$ cat src/rtl/ncua_pkg.sv
// Shared types, constants and helpers for the nearest capable unit assigner.
`timescale 1ns / 1ps

package ncua_pkg;

  // Table size and the index width that follows from it
  localparam int UNITS  = 16;
  localparam int UNIT_W = $clog2(UNITS);

  // Field widths fixed by the stream format
  localparam int FIELD_IDX_W = 4;
  localparam int CAPS_W      = 4;
  localparam int POS_W       = 16;

  // Exact squared distance: two squares of 17-bit differences, summed
  localparam int DIFF_W = POS_W + 1;
  localparam int SQ_W   = 2 * POS_W;
  localparam int DIST_W = SQ_W + 1;

  // Item kinds carried on the input tuser
  localparam logic OP_WRITE  = 1'b0;
  localparam logic OP_ASSIGN = 1'b1;

  // One stored table entry
  typedef struct packed {
    logic signed [POS_W-1:0] x;
    logic signed [POS_W-1:0] y;
    logic [CAPS_W-1:0]       caps;
    logic                    seen;
  } unit_entry_t;

  localparam int ENTRY_W = $bits(unit_entry_t);

  // True when every required capability bit is present
  function automatic logic capable(input logic [CAPS_W-1:0] need,
                                   input logic [CAPS_W-1:0] caps);
    return (need & ~caps) == '0;
  endfunction

  // Map a 4-bit index field onto the table index width
  function automatic logic [UNIT_W-1:0] to_unit(input logic [FIELD_IDX_W-1:0] f);
    return UNIT_W'(f);
  endfunction

  // Index field within the table
  function automatic logic in_range(input logic [FIELD_IDX_W-1:0] f);
    return 32'(f) < 32'(UNITS);
  endfunction

endpackage

$ cat src/rtl/ncua_ram.sv
// Generic single-port-write, single-port-read RAM with registered read data.
`timescale 1ns / 1ps

module ncua_ram #(
  parameter int WIDTH = 8,
  parameter int DEPTH = 16
) (
  input  logic                     clk_i,
  input  logic                     we_i,
  input  logic [$clog2(DEPTH)-1:0] waddr_i,
  input  logic [WIDTH-1:0]         wdata_i,
  input  logic [$clog2(DEPTH)-1:0] raddr_i,
  output logic [WIDTH-1:0]         rdata_o
);

  logic [WIDTH-1:0] mem_q [DEPTH];
  logic [WIDTH-1:0] rdata_q;

  always_ff @(posedge clk_i) begin
    if (we_i) begin
      mem_q[waddr_i] <= wdata_i;
    end
    rdata_q <= mem_q[raddr_i];
  end

  assign rdata_o = rdata_q;

endmodule

$ cat src/rtl/nearest_capable_unit_assigner.sv
// Top level of the nearest capable unit assigner: sequencer, distance unit and pool.
`timescale 1ns / 1ps
// A write item is taken in the idle state and gives no result. An assign item whose holder
//   is kept passes through HREAD, HEVAL and FINISH into the output register; one that
//   searches also goes through SCAN, where the single read port walks every entry one per
//   cycle through the squared-distance pipeline. A result not yet taken holds the next one.
// Throughput: one item at a time; input ready only while the sequencer idles. Reset: rst_ni
//   clears the sequencer, entry valid bits and free pool, so no unit is free until written.

module nearest_capable_unit_assigner (
  input  logic        clk_i,
  input  logic        rst_ni,
  input  logic        s_axis_tvalid,
  output logic        s_axis_tready,
  // tdata, from bit 0 up: unit_index[3:0], pos_x[19:4], pos_y[35:20], caps[39:36],
  // visible[40], in_pool[41], target_x[57:42], target_y[73:58],
  // require_mask[77:74], holder_valid[78], holder_index[82:79], zero fill[87:83]
  input  logic [87:0] s_axis_tdata,
  // tuser: op[0]
  input  logic        s_axis_tuser,
  output logic        m_axis_tvalid,
  input  logic        m_axis_tready,
  // tdata, from bit 0 up: assigned_valid[0], assigned_index[4:1], kept_holder[5],
  // success[6], zero fill[7]
  output logic [7:0]  m_axis_tdata
);
  import ncua_pkg::*;

  localparam int CNT_W = UNIT_W + 1;

  typedef enum logic [2:0] {
    ST_IDLE,
    ST_HREAD,
    ST_HEVAL,
    ST_SCAN,
    ST_FINISH
  } state_e;

  // Unpack the input item
  logic                    op;
  logic [FIELD_IDX_W-1:0]  unit_index;
  logic signed [POS_W-1:0] pos_x;
  logic signed [POS_W-1:0] pos_y;
  logic [CAPS_W-1:0]       caps;
  logic                    visible;
  logic                    in_pool;
  logic signed [POS_W-1:0] target_x;
  logic signed [POS_W-1:0] target_y;
  logic [CAPS_W-1:0]       require_mask;
  logic                    holder_valid;
  logic [FIELD_IDX_W-1:0]  holder_index;

  assign op           = s_axis_tuser;
  assign unit_index   = s_axis_tdata[3:0];
  assign pos_x        = s_axis_tdata[19:4];
  assign pos_y        = s_axis_tdata[35:20];
  assign caps         = s_axis_tdata[39:36];
  assign visible      = s_axis_tdata[40];
  assign in_pool      = s_axis_tdata[41];
  assign target_x     = s_axis_tdata[57:42];
  assign target_y     = s_axis_tdata[73:58];
  assign require_mask = s_axis_tdata[77:74];
  assign holder_valid = s_axis_tdata[78];
  assign holder_index = s_axis_tdata[82:79];

  state_e state_q;

  // Request held for the length of an assign item
  logic signed [POS_W-1:0] tx_q;
  logic signed [POS_W-1:0] ty_q;
  logic [CAPS_W-1:0]       need_q;
  logic                    have_q;
  logic [FIELD_IDX_W-1:0]  hold_idx_q;
  logic                    hold_cap_q;
  logic                    keep_q;

  // Per-entry state kept in flip-flops
  logic [UNITS-1:0] valid_q;
  logic [UNITS-1:0] pool_q;

  // Scan pipeline: read stage, difference stage, square stage, compare
  logic [CNT_W-1:0]         scan_q;
  logic                     rd_vld_q;
  logic [UNIT_W-1:0]        rd_idx_q;
  logic                     rd_pool_q;
  logic                     rd_ent_vld_q;
  logic                     p1_vld_q;
  logic [UNIT_W-1:0]        p1_idx_q;
  logic                     p1_elig_q;
  logic signed [DIFF_W-1:0] p1_dx_q;
  logic signed [DIFF_W-1:0] p1_dy_q;
  logic                     p2_vld_q;
  logic [UNIT_W-1:0]        p2_idx_q;
  logic                     p2_elig_q;
  logic [DIST_W-1:0]        p2_dist_q;
  logic                     found_q;
  logic [UNIT_W-1:0]        best_idx_q;
  logic [DIST_W-1:0]        best_dist_q;

  // Output register
  logic                   out_vld_q;
  logic                   out_avalid_q;
  logic [FIELD_IDX_W-1:0] out_index_q;
  logic                   out_kept_q;
  logic                   out_success_q;

  // Table RAM
  logic              ram_we;
  logic [UNIT_W-1:0] ram_waddr;
  unit_entry_t       ram_wdata;
  logic [UNIT_W-1:0] ram_raddr;
  logic [ENTRY_W-1:0] ram_rdata;
  unit_entry_t       rd_entry;

  logic in_fire;
  logic out_fire;
  logic fin_fire;
  logic scan_issue;
  logic scan_empty;

  assign s_axis_tready = (state_q == ST_IDLE);
  assign in_fire       = s_axis_tvalid && s_axis_tready;
  assign out_fire      = out_vld_q && m_axis_tready;
  // The result may leave the sequencer once the output register is free or draining
  assign fin_fire      = (state_q == ST_FINISH) && (!out_vld_q || m_axis_tready);

  assign scan_issue = (state_q == ST_SCAN) && (scan_q < CNT_W'(UNITS));
  assign scan_empty = !scan_issue && !rd_vld_q && !p1_vld_q && !p2_vld_q;

  // Write the entry on a write item whose index falls within the table
  assign ram_we    = in_fire && (op == OP_WRITE) && in_range(unit_index);
  assign ram_waddr = to_unit(unit_index);
  assign ram_wdata = '{x: pos_x, y: pos_y, caps: caps, seen: visible};

  // Read port: the holder's entry first, then the scan walks every entry
  assign ram_raddr = (state_q == ST_SCAN) ? scan_q[UNIT_W-1:0] : to_unit(hold_idx_q);

  ncua_ram #(
    .WIDTH(ENTRY_W),
    .DEPTH(UNITS)
  ) u_table (
    .clk_i  (clk_i),
    .we_i   (ram_we),
    .waddr_i(ram_waddr),
    .wdata_i(ram_wdata),
    .raddr_i(ram_raddr),
    .rdata_o(ram_rdata)
  );

  // An entry never written reads as all zero
  assign rd_entry = rd_ent_vld_q ? unit_entry_t'(ram_rdata) : '0;

  always_ff @(posedge clk_i or negedge rst_ni) begin
    if (!rst_ni) begin
      state_q      <= ST_IDLE;
      valid_q      <= '0;
      pool_q       <= '0;
      rd_vld_q     <= 1'b0;
      p1_vld_q     <= 1'b0;
      p2_vld_q     <= 1'b0;
      found_q      <= 1'b0;
      out_vld_q    <= 1'b0;
      scan_q       <= '0;
      keep_q       <= 1'b0;
      have_q       <= 1'b0;
      rd_ent_vld_q <= 1'b0;
    end else begin
      // Drop the result once taken, unless a new one takes its place in the same cycle
      if (out_fire && !fin_fire) begin
        out_vld_q <= 1'b0;
      end

      // Valid bit of the entry that the read port is addressing
      rd_ent_vld_q <= valid_q[ram_raddr];

      // Advance the scan pipeline
      rd_vld_q  <= scan_issue;
      rd_idx_q  <= scan_q[UNIT_W-1:0];
      rd_pool_q <= pool_q[scan_q[UNIT_W-1:0]];

      p1_vld_q  <= rd_vld_q;
      p1_idx_q  <= rd_idx_q;
      p1_elig_q <= rd_pool_q && capable(need_q, rd_entry.caps);
      p1_dx_q   <= DIFF_W'(rd_entry.x) - DIFF_W'(tx_q);
      p1_dy_q   <= DIFF_W'(rd_entry.y) - DIFF_W'(ty_q);

      // Shared squared-distance unit; each square fits 32 bits unsigned
      p2_vld_q  <= p1_vld_q;
      p2_idx_q  <= p1_idx_q;
      p2_elig_q <= p1_elig_q;
      p2_dist_q <= DIST_W'($unsigned(SQ_W'(p1_dx_q) * SQ_W'(p1_dx_q)))
                 + DIST_W'($unsigned(SQ_W'(p1_dy_q) * SQ_W'(p1_dy_q)));

      // Keep the strictly nearer candidate, so ties stay with the lower index
      if (p2_vld_q && p2_elig_q && (!found_q || (p2_dist_q < best_dist_q))) begin
        found_q     <= 1'b1;
        best_idx_q  <= p2_idx_q;
        best_dist_q <= p2_dist_q;
      end

      if (scan_issue) begin
        scan_q <= scan_q + CNT_W'(1);
      end

      case (state_q)
        ST_IDLE: begin
          if (in_fire && (op == OP_WRITE)) begin
            if (in_range(unit_index)) begin
              valid_q[to_unit(unit_index)] <= 1'b1;
              pool_q[to_unit(unit_index)]  <= in_pool;
            end
          end else if (in_fire) begin
            tx_q       <= target_x;
            ty_q       <= target_y;
            need_q     <= require_mask;
            have_q     <= holder_valid && in_range(holder_index);
            hold_idx_q <= holder_index;
            state_q    <= ST_HREAD;
          end
        end
        ST_HREAD: begin
          // Holder entry is being read
          state_q <= ST_HEVAL;
        end
        ST_HEVAL: begin
          hold_cap_q <= capable(need_q, rd_entry.caps);
          if (have_q && rd_entry.seen && capable(need_q, rd_entry.caps)) begin
            keep_q  <= 1'b1;
            state_q <= ST_FINISH;
          end else begin
            keep_q  <= 1'b0;
            found_q <= 1'b0;
            scan_q  <= '0;
            state_q <= ST_SCAN;
          end
        end
        ST_SCAN: begin
          if (scan_empty) begin
            state_q <= ST_FINISH;
          end
        end
        ST_FINISH: begin
          if (fin_fire) begin
            out_vld_q <= 1'b1;
            if (keep_q) begin
              out_avalid_q  <= 1'b1;
              out_index_q   <= hold_idx_q;
              out_kept_q    <= 1'b1;
              out_success_q <= 1'b1;
              pool_q[to_unit(hold_idx_q)] <= 1'b0;
            end else if (found_q) begin
              out_avalid_q  <= 1'b1;
              out_index_q   <= FIELD_IDX_W'(best_idx_q);
              out_kept_q    <= 1'b0;
              out_success_q <= 1'b1;
              pool_q[best_idx_q] <= 1'b0;
            end else if (have_q) begin
              // Nothing found: the old holder stays, judged on its own capabilities
              out_avalid_q  <= 1'b1;
              out_index_q   <= hold_idx_q;
              out_kept_q    <= 1'b0;
              out_success_q <= hold_cap_q;
            end else begin
              out_avalid_q  <= 1'b0;
              out_index_q   <= '0;
              out_kept_q    <= 1'b0;
              out_success_q <= 1'b0;
            end
            keep_q  <= 1'b0;
            state_q <= ST_IDLE;
          end
        end
        default: begin
          state_q <= ST_IDLE;
        end
      endcase
    end
  end

  assign m_axis_tvalid = out_vld_q;
  assign m_axis_tdata  = {1'b0, out_success_q, out_kept_q, out_index_q, out_avalid_q};

  // A kept holder leaves the free pool
  a_kept_leaves_pool: assert property (@(posedge clk_i) disable iff (!rst_ni)
    fin_fire && keep_q |=> !pool_q[to_unit($past(hold_idx_q))])
    else $error("kept holder still in the free pool");

  // A unit won by the search leaves the free pool
  a_found_leaves_pool: assert property (@(posedge clk_i) disable iff (!rst_ni)
    fin_fire && !keep_q && found_q |=> !pool_q[$past(best_idx_q)])
    else $error("searched unit still in the free pool");

  // Distance pipeline only carries entries while scanning
  a_pipe_in_scan: assert property (@(posedge clk_i) disable iff (!rst_ni)
    (p1_vld_q || p2_vld_q) |-> (state_q == ST_SCAN))
    else $error("scan pipeline busy outside the scan");

  // Success is only reported with a valid assigned index
  a_success_has_holder: assert property (@(posedge clk_i) disable iff (!rst_ni)
    m_axis_tvalid && m_axis_tdata[6] |-> m_axis_tdata[0])
    else $error("success without a holder");

endmodule
$ cat config.mk
export PLATFORM = sky130hd
export DESIGN_NAME = nearest_capable_unit_assigner
export DESIGN_NICKNAME = d
export VERILOG_FILES = /design/src/rtl/ncua_pkg.sv /design/src/rtl/ncua_ram.sv /design/src/rtl/nearest_capable_unit_assigner.sv
export SDC_FILE = /design/constraint.sdc
export NUM_CORES = 2
export LEC_CHECK = 0
export BUFFER_PORTS_ARGS = -buffer_cell sky130_fd_sc_hd__buf_2
export CORE_MARGIN = 5
export CORE_UTILIZATION = 58
export DETAILED_ROUTE_END_ITERATION = 10
export PLACE_DENSITY = 0.77
export SLEW_MARGIN = 20
export SYNTH_ARGS = -nofsm -noshare
export SYNTH_HDL_FRONTEND = slang
export SYNTH_SLANG_ARGS = --single-unit
$ cat constraint.sdc
create_clock -name clk_i -period 7.25 [get_ports clk_i]
set_input_delay 0.725 -clock clk_i [delete_from_list [all_inputs] [get_ports clk_i]]
set_output_delay 0.725 -clock clk_i [all_outputs]
set_load 0.05 [all_outputs]
==> metrics.txt <==
# TYPE chip_impl_metric gauge
chip_impl_info{name="status",value="complete, but fails checks"} 1
chip_impl_info{name="failed_checks",value="setup timing"} 1
chip_impl_metric{name="finalNetCount",unit=""} 5406
chip_impl_metric{name="met1Wirelength",unit="um"} 44800
chip_impl_metric{name="syn_area_per_cell",unit="um^2"} 13.2
chip_impl_metric{name="grt_pass1_wl",unit="um"} 191000
chip_impl_metric{name="slew-limit-headroom",unit=""} 0.260
chip_impl_metric{name="gpl.final_weighted_congestion",unit=""} 0.906
chip_impl_metric{name="tightestPinTransition",unit="ns"} 1.09
chip_impl_metric{name="grt_usage",unit=""} 0.250
chip_impl_metric{name="die_w",unit="um"} 314
chip_impl_metric{name="critPathArrivalTime",unit="ns"} 8.06
chip_impl_metric{name="worst_clock_skew",unit="ns"} 0.0485
chip_impl_metric{name="core",unit="mm^2"} 0.0917
chip_impl_metric{name="dp_slack",unit="ns"} -0.527
chip_impl_metric{name="via_count",unit=""} 33074
chip_impl_metric{name="critPathMaxFanout",unit=""} 5
chip_impl_metric{name="async_flop_share",unit=""} 0.0569
chip_impl_info{name="synth_ff_type",value="sky130_fd_sc_hd__edfxtp_1"} 1
chip_impl_info{name="startpoint",value="p1_dx_q[2]"} 1
chip_impl_info{name="clockRootBuffer",value="sky130_fd_sc_hd__clkbuf_16"} 1
chip_impl_metric{name="post_layout_worst_setup_margin",unit="ns"} -0.440
chip_impl_metric{name="final_layout_size_suffix_gt1_frac",unit=""} 0.223
chip_impl_metric{name="initialDrtViolationCount",unit=""} 2548
chip_impl_info{name="yosysTopAreaCell",value="sky130_fd_sc_hd__edfxtp_1"} 1
chip_impl_metric{name="finalSetupViolCount",unit=""} 7
chip_impl_info{name="commonest_cells_after_routing_fill_and_taps_aside",value="sky130_fd_sc_hd__edfxtp_1, sky130_fd_sc_hd__inv_1, sky130_fd_sc_hd__fa_1, sky130_fd_sc_hd__buf_4, sky130_fd_sc_hd__nand2_1"} 1
chip_impl_metric{name="timing_max_transition_violations_final",unit=""} 0
chip_impl_metric{name="route.detailed.vias_per_inst",unit=""} 5.70
chip_impl_metric{name="post_synth_instance_area",unit="mm^2"} 0.0535
chip_impl_metric{name="ys_seq_area_frac",unit=""} 0.462
chip_impl_metric{name="buffer_ports.inserted",unit=""} 96
chip_impl_metric{name="netlist-cell-type-count",unit=""} 81
chip_impl_info{name="final_common_cell",value="sky130_fd_sc_hd__edfxtp_1"} 1
chip_impl_metric{name="finalInstanceArea",unit="mm^2"} 0.0621
chip_impl_metric{name="floorplan.io_pins",unit=""} 103
chip_impl_info{name="crit_path_start_kind",value="register"} 1
chip_impl_info{name="timing.critical_path.to_type",value="register"} 1
chip_impl_metric{name="dr_wl_met3",unit="um"} 8390
chip_impl_metric{name="drt-wirelength-per-cell",unit="um"} 20.9
chip_impl_metric{name="dr_wl_met2",unit="um"} 63800
chip_impl_metric{name="mappedNetlistNets",unit=""} 4922
chip_impl_metric{name="grt_max_degree",unit=""} 96
chip_impl_metric{name="postCtsHoldBufs",unit=""} 0
chip_impl_metric{name="synth_edf_count",unit=""} 759
chip_impl_metric{name="max_freq",unit="MHz"} 130
chip_impl_metric{name="fillCellCount",unit=""} 6191
chip_impl_metric{name="number_of_buffers_added_by_the_clock_tree_synthesis_step",unit=""} 84
chip_impl_metric{name="area_growth_synth_to_finish",unit="%"} 16.0
chip_impl_info{name="timing.setup.critical_path_class",value="register to register"} 1
chip_impl_metric{name="ctsHtreeMaxLevel",unit=""} 3
chip_impl_metric{name="drtPass1Iterations",unit=""} 6
chip_impl_metric{name="cap_violations",unit=""} 0
chip_impl_info{name="hold_path_class",value="input port to asynchronous set/reset pin"} 1
chip_impl_metric{name="floorplan.initialDensity",unit=""} 0.584
chip_impl_info{name="crit_slowest_cell",value="sky130_fd_sc_hd__fa_2"} 1
chip_impl_metric{name="critical_path_required",unit="ns"} 7.62
chip_impl_info{name="highest_layer",value="met5"} 1
chip_impl_metric{name="placement_row_count",unit=""} 111
chip_impl_metric{name="postRouteAntennaNets",unit=""} 0
chip_impl_metric{name="drcViolationCount",unit=""} 0
chip_impl_metric{name="hold_violations",unit=""} 0
chip_impl_metric{name="die_height",unit="um"} 314
chip_impl_info{name="path_common_cell",value="sky130_fd_sc_hd__fa_2"} 1
chip_impl_metric{name="path_clk_slew",unit="ns"} 0.07
chip_impl_metric{name="skew_pair_late_insertion_delay",unit="ns"} 0.66
chip_impl_metric{name="max_stage_delay",unit="ns"} 0.55
chip_impl_info{name="r2r-start",value="p1_dx_q[2]"} 1
chip_impl_metric{name="postSynthCellCount",unit=""} 4049
chip_impl_metric{name="antenna_found_initial",unit=""} 13
chip_impl_metric{name="synth_top_area_share",unit=""} 0.426
chip_impl_info{name="tritoncts",value="done"} 1
chip_impl_metric{name="postSynthRegisterBits",unit=""} 844
chip_impl_metric{name="max-clock-path-buffers",unit=""} 3
chip_impl_metric{name="hpwlAfterDp",unit="um"} 82800
chip_impl_metric{name="final_period_utilization",unit=""} 1.06
chip_impl_info{name="netlist_top_cells_area",value="sky130_fd_sc_hd__edfxtp_1, sky130_fd_sc_hd__fa_1, sky130_fd_sc_hd__mux4_2, sky130_fd_sc_hd__ha_1, sky130_fd_sc_hd__inv_1"} 1
chip_impl_metric{name="yosysWarnings",unit=""} 0
chip_impl_metric{name="globalRoute.totalOverflow",unit=""} 0
chip_impl_metric{name="clock-sinks",unit=""} 844
chip_impl_metric{name="post_place_cell_area",unit="mm^2"} 0.0581
chip_impl_metric{name="floorplan.die_area",unit="mm^2"} 0.0984
chip_impl_metric{name="totalWireLength",unit="um"} 121000
chip_impl_metric{name="grt_pass1_vias",unit=""} 35685
chip_impl_info{name="rsz_0062_raised_after_global_routing",value="true"} 1
chip_impl_metric{name="final.min_clock_period",unit="ns"} 7.69
[Yosys cell counts, types with 16 or more instances]
| cell | n |
|---|---|
| sky130_fd_sc_hd__inv_1 | 757 |
| sky130_fd_sc_hd__dfxtp_1 | 37 |
| sky130_fd_sc_hd__xor2_1 | 34 |
| sky130_fd_sc_hd__nor2_1 | 124 |
| sky130_fd_sc_hd__a21o_1 | 48 |
| sky130_fd_sc_hd__a211oi_1 | 53 |
| sky130_fd_sc_hd__ha_1 | 269 |
| sky130_fd_sc_hd__o21ai_0 | 37 |
| sky130_fd_sc_hd__o22a_1 | 17 |
| sky130_fd_sc_hd__or2_2 | 23 |
| sky130_fd_sc_hd__fa_1 | 511 |
| sky130_fd_sc_hd__o22ai_1 | 21 |
| sky130_fd_sc_hd__nand2b_1 | 24 |
| sky130_fd_sc_hd__nand3_1 | 27 |
| sky130_fd_sc_hd__clkbuf_1 | 87 |
| sky130_fd_sc_hd__nor3_1 | 32 |
| sky130_fd_sc_hd__a21oi_1 | 98 |
| sky130_fd_sc_hd__buf_4 | 16 |
| sky130_fd_sc_hd__buf_2 | 16 |
| sky130_fd_sc_hd__a31oi_1 | 44 |
| sky130_fd_sc_hd__xnor2_1 | 113 |
| sky130_fd_sc_hd__nand2_1 | 304 |
| sky130_fd_sc_hd__mux4_2 | 157 |
| sky130_fd_sc_hd__dfrtp_1 | 48 |
| sky130_fd_sc_hd__o21a_1 | 18 |
| sky130_fd_sc_hd__and2_1 | 166 |
| sky130_fd_sc_hd__nor2b_1 | 31 |
| sky130_fd_sc_hd__edfxtp_1 | 759 |
[layer usage]
| metal | vias up | global-route usage |
|---|---|---|
| met5 | - | 0 |
| met4 | 4 | 0.0806 |
| met3 | 273 | 0.0417 |
| met2 | 1233 | 0.448 |
| met1 | 16798 | 0.312 |
| li1 | 14766 | - |
[state kept, by name, summed over array words and instances, names as in the netlist, 3 cells and up]
name	cells
rd_idx_q	4
p2_idx_q	4
best_idx_q	4
pool_q	16
p1_dx_q	17
need_q	4
scan_q	5
p2_dist_q	33
p1_dy_q	17
hold_idx_q	4
state_q	3
best_dist_q	33
valid_q	16
ty_q	16
out_index_q	4
u_table.mem_q	592
u_table.rdata_o	37
tx_q	16
p1_idx_q	4
[through the flow]
stage / setup TNS [ns] / cells / utilization / hold slack, ns
floorplan: -0.194 / 4049 / - / 0.355
global placement: -1.70 / 5590 / 0.634 / 0.362
detailed placement: -2.44 / 5590 / 0.634 / 0.371
CTS: -1.21 / 5764 / 0.669 / 0.135
global route: -3.97 / 5795 / 0.677 / 0.180
finish: -1.34 / 5799 / 0.678 / 0.164
[what timing repair did]
action,CTS,global route
buffers inserted,17,27
endpoints found under the setup margin,12,16
pin swaps,49,93
gates cloned,0,1
gates resized for setup,66,130
[worst max-delay path: cells and delay by family (launching register included)]
| kind | cells | cell delay, ns |
|---|---|---|
| AND/OR/NAND/NOR | 5 | 0.67 |
| flip-flops | 1 | 0.46 |
| XOR/XNOR | 2 | 0.25 |
| adder cells (fa/ha/maj) | 8 | 3.43 |
| AO/OA/AOI/OAI | 11 | 2.00 |
| buffers and inverters | 6 | 0.60 |
[final timing paths]
kind / end / slack [ns] / depth (start not counted)
worst max-delay path: p2_dist_q[31] / -0.44 / 32
worst min-delay path: valid_q[3] / 0.16 / 1
worst max register to register: p2_dist_q[31] / -0.44 / 32
worst min register to register: p1_vld_q / 0.38 / 0
max in group asynchronous: pool_q[0] / 5.74 / 2
min in group clk_i: need_q[3] / 0.26 / 1
[layout make-up]
| type | instances | area [um^2] | share of cell area |
|---|---|---|---|
| Antenna cell | 8 | 20.0 | 0.000322 |
| Multi-Input combinational cell | 2327 | 26300 | 0.424 |
| Clock buffer | 109 | 2240 | 0.0360 |
| Clock inverter | 49 | 627 | 0.0101 |
| Sequential cell | 844 | 24700 | 0.398 |
| Timing Repair Buffer | 517 | 3830 | 0.0617 |
| Tap cell | 1186 | 1480 | 0.0239 |
| Inverter | 759 | 2850 | 0.0459 |
[kinds of logic after synthesis]
| group | share of synthesized area |
|---|---|
| flip-flops | 0.462 |
| XOR/XNOR | 0.0241 |
| multiplexers | 0.0680 |
| AO/OA/AOI/OAI | 0.0576 |
| adder cells (fa/ha/maj) | 0.254 |
| other | 0.0000701 |
| AND/OR/NAND/NOR | 0.0711 |
| buffers and inverters | 0.0631 |
Power is not shown: default switching activity piles up to over one toggle a cycle in this logic, so the estimate is an artifact.
